`src/rtl/cmsg_pkg.sv`:
```
// Shared types and constants for the cone mesh side generator.
// Depends on nothing; every other file imports it.
package cmsg_pkg;

   localparam int CORDIC_STEPS = 18;
   localparam logic signed [33:0] CORDIC_GAIN = 34'sd652032874;
   localparam logic signed [15:0] UNIT_NORM = 16'sd16384;
   localparam logic [22:0] MIN_VAL = 23'd655;
   localparam logic [2:0] LAST_SLOT = 3'd5;

   localparam logic [2:0] CSR_RADIUS   = 3'd0;
   localparam logic [2:0] CSR_HEIGHT   = 3'd1;
   localparam logic [2:0] CSR_SIDES    = 3'd2;
   localparam logic [2:0] CSR_CENTER_X = 3'd3;
   localparam logic [2:0] CSR_CENTER_Y = 3'd4;
   localparam logic [2:0] CSR_CENTER_Z = 3'd5;

   typedef struct packed {
      logic [7:0] idx;
      logic       err;
   } item_type;

   typedef struct packed {
      logic               err;
      logic signed [23:0] cx;
      logic signed [23:0] cy;
      logic signed [23:0] cz;
      logic signed [23:0] apex_y;
      logic signed [23:0] near_x;
      logic signed [23:0] near_z;
      logic signed [23:0] far_x;
      logic signed [23:0] far_z;
      logic signed [15:0] qx;
      logic signed [15:0] qy;
      logic signed [15:0] qz;
   } vset_type;

   typedef enum logic [3:0] {
      ST_IDLE,
      ST_PDIV,
      ST_CORDIC,
      ST_MUL,
      ST_CROSS,
      ST_SHIFT,
      ST_SQUARE,
      ST_SQRT,
      ST_NDIV,
      ST_DONE
   } eng_state_type;

   // arctangent of 2^-i, 2^24 per turn
   function automatic logic [21:0] atan_step(input logic [4:0] i);
      logic [21:0] a;
      unique case (i)
         5'd0:  a = 22'd2097152;
         5'd1:  a = 22'd1238021;
         5'd2:  a = 22'd654136;
         5'd3:  a = 22'd332050;
         5'd4:  a = 22'd166669;
         5'd5:  a = 22'd83416;
         5'd6:  a = 22'd41718;
         5'd7:  a = 22'd20860;
         5'd8:  a = 22'd10430;
         5'd9:  a = 22'd5215;
         5'd10: a = 22'd2608;
         5'd11: a = 22'd1304;
         5'd12: a = 22'd652;
         5'd13: a = 22'd326;
         5'd14: a = 22'd163;
         5'd15: a = 22'd81;
         5'd16: a = 22'd41;
         5'd17: a = 22'd20;
         default: a = 22'd0;
      endcase
      return a;
   endfunction

endpackage

```
`src/rtl/cmsg_emit.sv`:
```
// Result bank: holds one side's vertex set and hands out its beats in slot order.
// Depends on cmsg_pkg.
module cmsg_emit import cmsg_pkg::*; (
   input  logic               clock,
   input  logic               reset,
   input  logic               vs_valid,
   input  vset_type           vs,
   output logic               vs_ready,
   output logic               rsp_empty,
   input  logic               rsp_pop,
   output logic signed [23:0] rsp_pos_x,
   output logic signed [23:0] rsp_pos_y,
   output logic signed [23:0] rsp_pos_z,
   output logic signed [15:0] rsp_norm_x,
   output logic signed [15:0] rsp_norm_y,
   output logic signed [15:0] rsp_norm_z,
   output logic [2:0]         rsp_vertex_slot,
   output logic               rsp_last_of_side,
   output logic               rsp_index_error
);

   vset_type   bank_ff;
   logic       valid_ff;
   logic [2:0] slot_ff;
   logic       done_beat;

   assign vs_ready  = !valid_ff;
   assign rsp_empty = !valid_ff;
   assign done_beat = bank_ff.err || (slot_ff == LAST_SLOT);

   always_ff @(posedge clock) begin
      if (reset) begin
         valid_ff <= 1'b0;
         slot_ff  <= 3'd0;
      end else if (!valid_ff) begin
         valid_ff <= vs_valid;
         slot_ff  <= 3'd0;
      end else if (rsp_pop) begin
         if (done_beat) begin
            valid_ff <= 1'b0;
            slot_ff  <= 3'd0;
         end else begin
            slot_ff <= slot_ff + 3'd1;
         end
      end
   end

   always_ff @(posedge clock) begin
      if (!valid_ff && vs_valid) begin
         bank_ff <= vs;
      end
   end

   always_comb begin
      rsp_vertex_slot  = bank_ff.err ? 3'd0 : slot_ff;
      rsp_last_of_side = done_beat;
      rsp_index_error  = bank_ff.err;
      rsp_pos_x  = bank_ff.cx;
      rsp_pos_y  = bank_ff.cy;
      rsp_pos_z  = bank_ff.cz;
      rsp_norm_x = 16'sd0;
      rsp_norm_y = -UNIT_NORM;
      rsp_norm_z = 16'sd0;
      unique case (slot_ff)
         3'd1, 3'd5: begin
            rsp_pos_x = bank_ff.near_x;
            rsp_pos_z = bank_ff.near_z;
         end
         3'd2, 3'd4: begin
            rsp_pos_x = bank_ff.far_x;
            rsp_pos_z = bank_ff.far_z;
         end
         3'd3: rsp_pos_y = bank_ff.apex_y;
         default: ;
      endcase
      if (slot_ff > 3'd2) begin
         rsp_norm_x = bank_ff.qx;
         rsp_norm_y = bank_ff.qy;
         rsp_norm_z = bank_ff.qz;
      end
      if (bank_ff.err) begin
         rsp_pos_x  = 24'sd0;
         rsp_pos_y  = 24'sd0;
         rsp_pos_z  = 24'sd0;
         rsp_norm_x = 16'sd0;
         rsp_norm_y = 16'sd0;
         rsp_norm_z = 16'sd0;
      end
   end

endmodule

```
`config.mk`:
```
export PLATFORM = sky130hd
export DESIGN_NAME = cmsg_emit
export DESIGN_NICKNAME = d
export VERILOG_FILES = /design/src/rtl/cmsg_pkg.sv /design/src/rtl/cmsg_emit.sv
export SDC_FILE = /design/constraint.sdc
export NUM_CORES = 1
export LEC_CHECK = 0
export ABC_AREA = 1
export BUFFER_PORTS_ARGS = -buffer_cell sky130_fd_sc_hd__buf_2
export CORE_MARGIN = 4
export CORE_UTILIZATION = 49
export CTS_CLUSTER_SIZE = 28
export DETAILED_ROUTE_END_ITERATION = 16
export GPL_ROUTABILITY_DRIVEN = 0
export PLACE_DENSITY = 0.82
export REMOVE_ABC_BUFFERS = 1
export SLEW_MARGIN = 20
export SYNTH_ARGS = -nofsm -noshare
export SYNTH_HDL_FRONTEND = slang
export SYNTH_SLANG_ARGS = --single-unit
```
`constraint.sdc`:
```
create_clock -name clock -period 7.6 [get_ports clock]
set_input_delay 1.52 -clock clock [delete_from_list [all_inputs] [get_ports clock]]
set_output_delay 1.52 -clock clock [all_outputs]
set_load 0.005 [all_outputs]
```
==> impl_metrics.py <==
metrics = {
    "global_route": {
        "grt_pass1_vias": 6958,
        "grt_overflow_total": 0,
        "antenna_found_initial": 6,
        "grt_pass1_wl_mm": 36.3,
        "grt_max_degree": 91,
        "track_usage_pct": 21.0,
    },
    "pwr": {
        "p_leak_nw": 5.93,
        "p_per_area_nw_per_um2": 241,
        "max-vdd-ir-drop_mv": 0.218,
        "power_mw": 3.02,
    },
    "sta": {
        "period_needed_ns": 4.71,
        "worst_pin_slew_ns": 1.08,
        "relSlewSlack_pct": 27.7,
        "clock_skew_ns": 0.00858,
        "finalMaxSlewViolations": 0,
        "hold_viol": 0,
        "fin_crit_sh_pct": 62.0,
        "fin_hold_ws_ns": 0.575,
        "finalSetupViolCount": 0,
        "setup_tns_ns": 0,
        "rsz0062_at_grt": "false",
        "clock.fmax_mhz": 212,
    },
    "critical_path": {
        "crit_arrival_ns": 3.19,
        "cp-end-kind": "primary output",
        "startpoint": "slot_ff[1]",
        "crit_fanout": 49,
        "r2r_end": "valid_ff",
        "crit_end": "rsp_pos_x[13]",
        "cp-start-kind": "flip-flop",
        "r2r_slack_ns": 5.20,
        "timing.rr.start": "slot_ff[1]",
        "r2r_cells": 7,
        "crit_required_ns": 6.08,
        "critPathKind": "flip-flop to primary output",
    },
    "clocking": {
        "h-tree-depth": 1,
        "post_cts.repair.setup_buffers": 0,
        "cts.sinks": 245,
        "clock_latency_ns": 0.52,
        "hold_buffers": 0,
        "cts_tree": "built",
        "root_buffer": "clkbuf_16",
        "clkTransAtPathRegs_ns": 0.06,
        "clockBufferDepth": 3,
        "cts_made_buffers": 26,
        "cts_resized": 0,
    },
    "floorplan": {
        "fp.dieH_um": 149,
        "fp.dieArea_um2": 22100,
        "start_util_pct": 49.8,
        "io_pins": 372,
        "fp-row-count": 51,
        "coreArea_um2": 19500,
        "die_x_um": 149,
    },
    "yosys": {
        "synth.yosys.warnings": 0,
        "synthFlopType": "edfxtp_1",
        "avgSynthCellArea_um2": 11.8,
        "synth-edff-count": 241,
        "synth_cell_type_count": 19,
        "synth_seq_area_share_pct": 75.5,
        "ys_ff_latch": 245,
        "synth_area_leaders": "edfxtp_1 (75%), nor2_1 (9.4%), inv_1 (4.1%)",
        "synthArstFlopShare_pct": 0,
        "synth_largest_area_cell": "edfxtp_1",
        "yosysTopAreaCellShare_pct": 74.6,
        "syn_area_um2": 9700,
        "syn_inst": 825,
    },
    "run_status": {
        "status": "complete, no violations",
    },
    "placement": {
        "port_buffers": 371,
        "dp.final_hpwl_mm": 16.9,
    },
    "finish": {
        "finalCoreUtilization_pct": 64.5,
        "mostFrequentLayoutCell": "buf_2",
        "final_cell_mix": "buf_2 (371), nor2_1 (244), edfxtp_1 (241), inv_1 (104), nand2_1 (103)",
        "drive_gt1_share_pct": 34.5,
        "syn_to_final_growth_pct": 29.4,
        "nNetsFinal": 1440,
    },
    "worst_hold_path": {
        "hp-class": "flip-flop to flip-flop",
        "hp-start": "slot_ff[0]",
    },
    "drt": {
        "dr.pass1.iters": 4,
        "routedWlPerCell_um": 16.6,
        "drc_errors": 0,
        "drtAntennaViolNets": 0,
        "drt_wl_total_mm": 24.5,
        "viasPerCell": 4.79,
        "vias": 7067,
        "drt_iter0_drc": 365,
    },
    "flow_run": {
        "maxCapViolations": 0,
    },
}
stage by stage:
stage | instance area [µm²] | cells | setup slack, ns
finish | 12600 | 1476 | 2.89
detailed placement | 11700 | 1427 | 3.12
CTS | 12500 | 1474 | 2.55
floorplan | 9510 | 787 | 0.760
global route | 12500 | 1475 | 2.58
global placement | 11700 | 1427 | 3.24
final cells by class:
cell class                 count  area (µm²)
clock buffer                  35         706
multi-input combinational    436        1810
fill                        1454        6910
antenna                        2        5.00
inverter                     106         405
tap                          265         332
sequential                   245        7320
timing repair buffer         375        1890
clock inverter                12        81.3
power by group:
group | internal [mW] | switching (mW) | total [mW]
Combinational | 0.0951 | 0.139 | 0.235
Sequential | 1.60 | 0.0231 | 1.62
Clock | 0.682 | 0.487 | 1.17
state kept, by name (all words and copies together) (netlist names):
signal	cells
bank_ff	240
slot_ff	3
rsp_index_error	1
valid_ff	1
Yosys cell counts, types with 2 or more instances:
master	number
a21oi_1	3
buf_1	3
buf_2	12
buf_4	4
buf_6	2
clkbuf_1	17
dfxtp_1	4
edfxtp_1	241
ha_1	5
inv_1	105
nand2_1	105
nand3_1	49
nor2_1	244
o21ai_0	26
how the worst min path moves through the flow:
| stage | end | slack (ns) | cells after the start |
|---|---|---|---|
| after floorplan | slot_ff[1] | 0.53 | 2 |
| after global placement | slot_ff[1] | 0.54 | 2 |
| after detailed placement | slot_ff[0] | 0.56 | 2 |
| after CTS | slot_ff[0] | 0.58 | 2 |
| after global routing | slot_ff[0] | 0.63 | 2 |
| final | slot_ff[0] | 0.58 | 2 |
critical path: stages, from the launching register on:
cell and delay, ns:
dfxtp_1 0.34, inv_1 0.12, ha_2 0.90, inv_1 0.21
nand3_4 0.51, nor2_1 0.11, nor2_1 0.21, nor2_1 0.06
buf_2 0.15
layer usage:
layer | vias to the layer above | GRT usage [%] | part of all wire [%]
li1 | 3421 | - | -
met4 | 10 | 8.78 | 4.0
met1 | 3235 | 24.3 | 34
met2 | 331 | 36.3 | 50
met5 | - | 0 | 0.33
met3 | 70 | 6.46 | 11
cell families (layout without fill, tap and decap cells):
logic type      after synthesis  in the layout  share of synthesized area (%)
xor+xnor                      1              1                         0.0903
other cells                   0              2                              0
buf+inv                     144            528                           6.04
fa+ha+maj                     5              5                          0.645
flops                       245            245                           75.5
mux                           1              1                          0.103
compound gates               31             31                           1.63
simple gates                398            398                           16.0
Power figures use the tool's default switching activity.
