$ cat src/rtl/cmsg_pkg.sv
// Shared types and constants for the cone mesh side generator.
// Depends on nothing; every other file imports it.
package cmsg_pkg;

   localparam int CORDIC_STEPS = 18;
   localparam logic signed [33:0] CORDIC_GAIN = 34'sd652032874;
   localparam logic signed [15:0] UNIT_NORM = 16'sd16384;
   localparam logic [22:0] MIN_VAL = 23'd655;
   localparam logic [2:0] LAST_SLOT = 3'd5;

   localparam logic [2:0] CSR_RADIUS   = 3'd0;
   localparam logic [2:0] CSR_HEIGHT   = 3'd1;
   localparam logic [2:0] CSR_SIDES    = 3'd2;
   localparam logic [2:0] CSR_CENTER_X = 3'd3;
   localparam logic [2:0] CSR_CENTER_Y = 3'd4;
   localparam logic [2:0] CSR_CENTER_Z = 3'd5;

   typedef struct packed {
      logic [7:0] idx;
      logic       err;
   } item_type;

   typedef struct packed {
      logic               err;
      logic signed [23:0] cx;
      logic signed [23:0] cy;
      logic signed [23:0] cz;
      logic signed [23:0] apex_y;
      logic signed [23:0] near_x;
      logic signed [23:0] near_z;
      logic signed [23:0] far_x;
      logic signed [23:0] far_z;
      logic signed [15:0] qx;
      logic signed [15:0] qy;
      logic signed [15:0] qz;
   } vset_type;

   typedef enum logic [3:0] {
      ST_IDLE,
      ST_PDIV,
      ST_CORDIC,
      ST_MUL,
      ST_CROSS,
      ST_SHIFT,
      ST_SQUARE,
      ST_SQRT,
      ST_NDIV,
      ST_DONE
   } eng_state_type;

   // arctangent of 2^-i, 2^24 per turn
   function automatic logic [21:0] atan_step(input logic [4:0] i);
      logic [21:0] a;
      unique case (i)
         5'd0:  a = 22'd2097152;
         5'd1:  a = 22'd1238021;
         5'd2:  a = 22'd654136;
         5'd3:  a = 22'd332050;
         5'd4:  a = 22'd166669;
         5'd5:  a = 22'd83416;
         5'd6:  a = 22'd41718;
         5'd7:  a = 22'd20860;
         5'd8:  a = 22'd10430;
         5'd9:  a = 22'd5215;
         5'd10: a = 22'd2608;
         5'd11: a = 22'd1304;
         5'd12: a = 22'd652;
         5'd13: a = 22'd326;
         5'd14: a = 22'd163;
         5'd15: a = 22'd81;
         5'd16: a = 22'd41;
         5'd17: a = 22'd20;
         default: a = 22'd0;
      endcase
      return a;
   endfunction

endpackage

$ cat src/rtl/cmsg_front.sv
// Front end: accepts side indexes, flags out-of-range ones, and queues them.
// Depends on cmsg_pkg.
module cmsg_front import cmsg_pkg::*; (
   input  logic       clock,
   input  logic       reset,
   input  logic       req_push,
   output logic       req_full,
   input  logic [7:0] req_side_index,
   input  logic [8:0] n,
   output logic       item_valid,
   output item_type   item,
   input  logic       item_pop
);

   item_type   ent_ff [2];
   logic       wr_ff;
   logic       rd_ff;
   logic [1:0] cnt_ff;
   logic       push_ok;
   logic       pop_ok;

   assign req_full   = (cnt_ff == 2'd2);
   assign item_valid = (cnt_ff != 2'd0);
   assign item       = ent_ff[rd_ff];
   assign push_ok    = req_push && !req_full;
   assign pop_ok     = item_pop && item_valid;

   always_ff @(posedge clock) begin
      if (reset) begin
         wr_ff  <= 1'b0;
         rd_ff  <= 1'b0;
         cnt_ff <= 2'd0;
      end else begin
         if (push_ok) begin
            wr_ff <= !wr_ff;
         end
         if (pop_ok) begin
            rd_ff <= !rd_ff;
         end
         cnt_ff <= cnt_ff + {1'b0, push_ok} - {1'b0, pop_ok};
      end
   end

   always_ff @(posedge clock) begin
      if (push_ok) begin
         ent_ff[wr_ff].idx <= req_side_index;
         ent_ff[wr_ff].err <= ({1'b0, req_side_index} >= n);
      end
   end

endmodule

$ cat config.mk
export PLATFORM = sky130hd
export DESIGN_NAME = cmsg_front
export DESIGN_NICKNAME = d
export VERILOG_FILES = /design/src/rtl/cmsg_pkg.sv /design/src/rtl/cmsg_front.sv
export SDC_FILE = /design/constraint.sdc
export NUM_CORES = 1
export LEC_CHECK = 0
export BUFFER_PORTS_ARGS = -buffer_cell sky130_fd_sc_hd__buf_2
export CAP_MARGIN = 20
export CORE_ASPECT_RATIO = 0.6
export CORE_MARGIN = 2
export CORE_UTILIZATION = 50
export CTS_CLUSTER_SIZE = 10
export DETAILED_ROUTE_END_ITERATION = 6
export PLACE_DENSITY = 0.81
export SYNTH_ARGS = -nofsm -noshare
export SYNTH_HDL_FRONTEND = slang
export SYNTH_SLANG_ARGS = --single-unit
$ cat constraint.sdc
create_clock -name clock -period 1.85 [get_ports clock]
set_clock_uncertainty 0.15 [all_clocks]
set_input_delay 0.37 -clock clock [delete_from_list [all_inputs] [get_ports clock]]
set_output_delay 0.37 -clock clock [all_outputs]
set_load 0.03 [all_outputs]
==> flow_metrics.py, run 1 <==
metrics = {
    "sta": {
        "final-hold-violation-count": 0,
        "finalWorstSetupSlack_ps": 23.5,
        "holdWs_ps": 117,
        "drv_slew": 0,
        "finalSetupViolCount": 0,
        "setup_tns_ps": 0,
        "max_slew_margin_pct": 75.5,
        "worst_slew_pin_slew_ps": 367,
        "grt_setup_unrepaired": "yes",
        "max_freq_mhz": 547,
        "fin_crit_sh_pct": 98.7,
        "fin_crit_ps": 1830,
    },
    "clocking": {
        "clk_pin_slew_worst_paths_ps": 110,
        "clkLatencyLatePin_ps": 300,
        "numClockSinks": 23,
        "cts_tree": "yes",
        "h-tree-depth": 1,
        "cts_root_buffer": "clkbuf_4",
        "cts_buffers": 3,
        "cts_setup_buffers": 0,
        "postCtsHoldBufs": 0,
        "cts_max_path_buffers": 2,
    },
    "synthesis": {
        "syn_nets": 112,
        "ys_ff_latch": 23,
        "async_flop_share_pct": 0,
        "synth_top_area_cell": "edfxtp_1",
        "synth_area_leaders": "edfxtp_1 50%, ha_1 12%, dfxtp_1 9.3%",
        "synth-edff-count": 18,
        "yosys.area.top_type_share_pct": 50.0,
        "yosysUniqueCellTypes": 29,
        "ys_seq_area_share_pct": 59.3,
        "avgSynthCellArea_um2": 13.3,
        "syn_inst": 81,
        "syn_area_um2": 1080,
        "ys.flop_type": "edfxtp_1",
        "ys_warn_count": 0,
    },
    "global_route": {
        "grt_use_total_pct": 15.8,
        "antenna_found_initial": 0,
        "grt_pass1_vias": 647,
        "overflow": 0,
        "grt_first_pass_wirelength_um": 2860,
        "grt_max_degree": 13,
    },
    "layout": {
        "stdcell_count": 145,
        "n_antenna_cell": 0,
        "final_util_pct": 68.5,
        "synthToLayoutAreaGrowth_pct": 22.8,
        "layout-drive-gt1-share_pct": 41.0,
        "nets": 149,
    },
    "die": {
        "dieArea_um2": 2560,
        "die_h_um": 40.0,
        "initial_core_util_pct": 55.8,
        "die_width_um": 64.0,
        "fp.coreArea_um2": 1940,
        "ioPinCount": 32,
        "row_count": 12,
    },
    "pwr": {
        "p_comb_share_pct": 43.2,
        "power.density_nw_per_um2": 1240,
        "pwr-share-clk_pct": 13.2,
        "seqPwrFrac_pct": 43.7,
        "switching_share_pct": 36.3,
        "vdd_drop_max_v": 0.000598,
        "power_leakage_nw": 0.615,
        "power.internal_mw": 1.05,
        "p_sw_mw": 0.597,
    },
    "drt": {
        "routed_wl_um": 1830,
        "drtPass1Iterations": 4,
        "vias": 708,
        "drc": 0,
        "routed_via_density": 4.88,
        "wire_per_inst_um": 12.6,
        "ant_nets": 0,
        "drt_iter0_drc": 7,
    },
    "worst_setup_path": {
        "required_ps": 1330,
        "worstPathArrival_ps": 1310,
        "crit_path_start_kind": "register",
        "worstSetupEndpointType": "output port",
        "critPathMaxFanout": 4,
        "path_class": "register to output port",
    },
    "place": {
        "dp_cells": 140,
        "dp.final_hpwl_um": 1450,
        "portBuffers": 31,
        "pre_cts_ws_ps": 117,
        "gp_congestion": 0.673,
    },
    "min_path": {
        "holdCritPathClass": "input port to register",
    },
    "outcome": {
        "status": "completed",
    },
    "job": {
        "cap_viol_max_count": 0,
    },
}
cell usage in the layout, fill, tap and decap left out, drive strengths merged:
master  instances
nor2b           1
a211oi          1
xnor2           1
buf            33
or2             1
o21ai           1
and3            1
dfxtp           5
xor2            1
a31oi           1
o31ai           1
a21o            1
nand2           2
nand4b          1
a21oi           2
or3             1
and2            1
mux2            9
o32a            1
clkbuf          4
edfxtp         18
ha             10
inv            12
o21a            1
nand2b          2
nor2            4
nor3            1
state kept, by name, indices dropped and copies added, names as in the netlist, named ones only:
name / cells
ent_ff: 18
rd_ff: 1
cnt_ff: 2
wr_ff: 1
synthesized netlist by cell type, types with 2 or more instances:
master,instances
mux2_2,5
nand2_1,2
dfxtp_1,5
nor2_1,4
a21oi_1,2
mux2_1,4
edfxtp_1,18
ha_1,10
inv_1,11
worst max-delay path, cell delays in order, from the launching register on:
cell	delay (ps)
dfxtp_2	360
buf_4	150
mux2_2	330
buf_2	170
layer usage:
metal  track usage [%]  wire, um  share of wire [%]
met1              19.7       940                 51
met4              4.89        30                1.6
met2              27.3       770                 42
met3              5.06        92                5.0
met5                 0         0                  0
metrics by stage:
| step | cell area [um^2] | power [mW] |
|---|---|---|
| after global routing | 1330 | 1.74 |
| final | 1330 | 1.64 |
| after detailed placement | 1270 | 1.38 |
| after floorplan | 1080 | 1.20 |
| after global placement | 1270 | 1.37 |
| after CTS | 1310 | 1.63 |
cells by family after synthesis:
kind of cell / synth area share, %
adders and majority gates: 11.6
and+or+nand+nor: 7.76
buffers and inverters: 4.63
DFF: 59.3
muxes: 9.37
AOI/OAI and AO/OA: 5.79
xor gates and xnor gates: 1.62
power groups by stage:
| stage | registers (mW) | clock network, mW | logic, mW |
|---|---|---|---|
| detailed placement | 0.722 | 0 | 0.662 |
| global route | 0.729 | 0.241 | 0.768 |
| finish | 0.717 | 0.216 | 0.709 |
| global placement | 0.716 | 0 | 0.651 |
| floorplan | 0.708 | 0 | 0.492 |
| CTS | 0.712 | 0.225 | 0.688 |
final cells by class:
type | instances | area, um^2
multi-input cells | 45 | 394
flip-flops and latches | 23 | 642
clock buffers | 4 | 26.3
inverters | 12 | 45.0
fillers | 145 | 609
repair buffers | 33 | 185
well taps | 28 | 35.0
what timing repair did:
item                                    CTS  global route
cloned                                    0             1
endpoints found under the hold margin     0             0
pin swaps                                 0             0
resized for setup                         4             6
endpoints found under the setup margin    6             7
path summary, 6_finish.rpt:
check        slack [ps]  cells after the start                     end                 start
min reg2reg         370                      2      wr_ff$_SDFFE_PP0N_    wr_ff$_SDFFE_PP0N_
max reg2reg         100                      7    cnt_ff[1]$_SDFF_PP0_  cnt_ff[1]$_SDFF_PP0_
min                 120                      1  ent_ff[1][3]$_DFFE_PP_     req_side_index[2]
max                  20                      3                 item[4]              register
Note: power is estimated with default switching activity, not from simulation.
==> inputs of run 2 (changes only) <==
--- a/config.mk
+++ b/config.mk
@@ -12,7 +12,7 @@
 export CORE_UTILIZATION = 50
 export CTS_CLUSTER_SIZE = 10
 export DETAILED_ROUTE_END_ITERATION = 6
-export PLACE_DENSITY = 0.81
+export PLACE_DENSITY_LB_ADDON = 0.25
 export SYNTH_ARGS = -nofsm -noshare
 export SYNTH_HDL_FRONTEND = slang
 export SYNTH_SLANG_ARGS = --single-unit
==> flow_metrics.py, run 2 (same netlist as run 1, synthesis figures left out) <==
metrics = {
    "pwr": {
        "power_leakage_nw": 0.658,
        "power_mw": 1.81,
        "power.density_nw_per_um2": 1280,
        "vdd_drop_max_v": 0.000484,
    },
    "clocking": {
        "cts_max_path_buffers": 2,
        "cts_setup_buffers": 0,
        "cts_tree": "yes",
        "clk_pin_slew_worst_paths_ps": 120,
        "clkLatencyLatePin_ps": 320,
        "cts_buffers": 3,
        "h-tree-depth": 1,
        "cts_root_buffer": "clkbuf_4",
        "postCtsHoldBufs": 0,
        "numClockSinks": 23,
    },
    "sta": {
        "max_slew_margin_pct": 74.7,
        "final-hold-violation-count": 0,
        "fin_crit_ps": 1800,
        "finalSetupViolCount": 0,
        "drv_slew": 0,
        "finalWorstSetupSlack_ps": 45.0,
        "worst_slew_pin_slew_ps": 379,
        "max_freq_mhz": 554,
        "fin_crit_sh_pct": 97.6,
        "grt_setup_unrepaired": "yes",
    },
    "die": {
        "initial_core_util_pct": 55.8,
        "die_h_um": 40.0,
        "row_count": 12,
        "dieArea_um2": 2560,
        "ioPinCount": 32,
        "fp.coreArea_um2": 1940,
        "die_width_um": 64.0,
    },
    "outcome": {
        "status": "completed",
    },
    "layout": {
        "fillers": 127,
        "n_antenna_cell": 0,
        "largest_register": "ent_ff",
        "postLayoutCellArea_um2": 1410,
        "stdcell_count": 145,
        "layout-drive-gt1-share_pct": 44.4,
        "multiInputGateArea_um2": 424,
        "mostFrequentLayoutCell": "buf_2",
        "seqCellArea_um2": 643,
        "synthToLayoutAreaGrowth_pct": 30.2,
        "final_util_pct": 72.7,
        "reg_top3": "ent_ff x18, cnt_ff x2",
        "final_cell_mix": "22 x buf_2, 18 x edfxtp_1, 11 x inv_1, 11 x buf_6, 10 x ha_1",
        "largest_reg_flops": 18,
        "nets": 149,
    },
    "drt": {
        "wire_per_inst_um": 14.1,
        "routed_via_density": 4.90,
        "drc": 0,
        "routed_wl_um": 2050,
        "drt_iter0_drc": 18,
        "vias": 711,
        "drtPass1Iterations": 4,
        "ant_nets": 0,
    },
    "worst_setup_path": {
        "critPathMaxFanout": 5,
        "crit_path_start_kind": "register",
        "path_class": "register to output port",
        "worstPathArrival_ps": 1280,
        "regToRegSetupSlack_ps": 140,
        "worstSetupEndpointType": "output port",
        "required_ps": 1330,
        "rr_startpoint": "cnt_ff[1]$_SDFF_PP0_",
    },
    "place": {
        "dp_cells": 140,
        "pre_cts_ws_ps": 108,
        "gp_congestion": 0.683,
        "dp.final_hpwl_um": 1530,
        "portBuffers": 31,
        "placed_area_um2": 1270,
    },
    "global_route": {
        "overflow": 0,
        "grt_first_pass_wirelength_um": 3170,
        "grt_use_total_pct": 18.3,
        "grt_max_degree": 13,
        "antenna_found_initial": 0,
        "grt_pass1_vias": 647,
    },
    "min_path": {
        "min_from": "req_side_index[0]",
        "holdCritPathClass": "input port to register",
    },
    "job": {
        "cap_viol_max_count": 0,
    },
}
==> run 2: what timing repair did <==
action,in CTS,in global routing
endpoints found under the setup margin,9,10
cloned,1,0
gates resized for setup,5,34
==> run 2: where the power goes <==
part / leakage (nW) / internal (mW) / switching (mW)
logic: 0.433 / 0.404 / 0.448
clock network: 0.0150 / 0.0845 / 0.145
registers: 0.211 / 0.673 / 0.0505
total: 0.658 / 1.16 / 0.644
==> run 2: cell type report <==
type,count,area share (%)
clock buffer,4,1.87
inverter,12,3.20
multi-input combinational,45,30.1
sequential,23,45.7
tap,28,2.49
timing repair buffer,33,16.6
==> run 2: worst max-delay path: stages, from the launching register on <==
cell,delay (ps)
dfxtp_2,370
buf_6,140
mux2_4,310
buf_6,140
==> run 2: final timing paths <==
check                           end  cells after the start
max                         item[7]                      3
min          ent_ff[1][1]$_DFFE_PP_                      1
max reg2reg    cnt_ff[1]$_SDFF_PP0_                      7
min reg2reg                register                      2
==> run 2: layer usage <==
layer	GRT usage, %	wire length, um	vias up
met5	0	0	-
met4	8.15	42	0
met3	6.18	106	5
met2	29.2	927	21
met1	23.6	975	326
li1	-	-	359
==> run 2: metrics by stage <==
stage / hold WS (ps) / setup TNS (ps)
floorplan: 289 / 0
global placement: 316 / 0
detailed placement: 349 / 0
CTS: 106 / 0
global route: 95.1 / -19.5
finish: 102 / 0
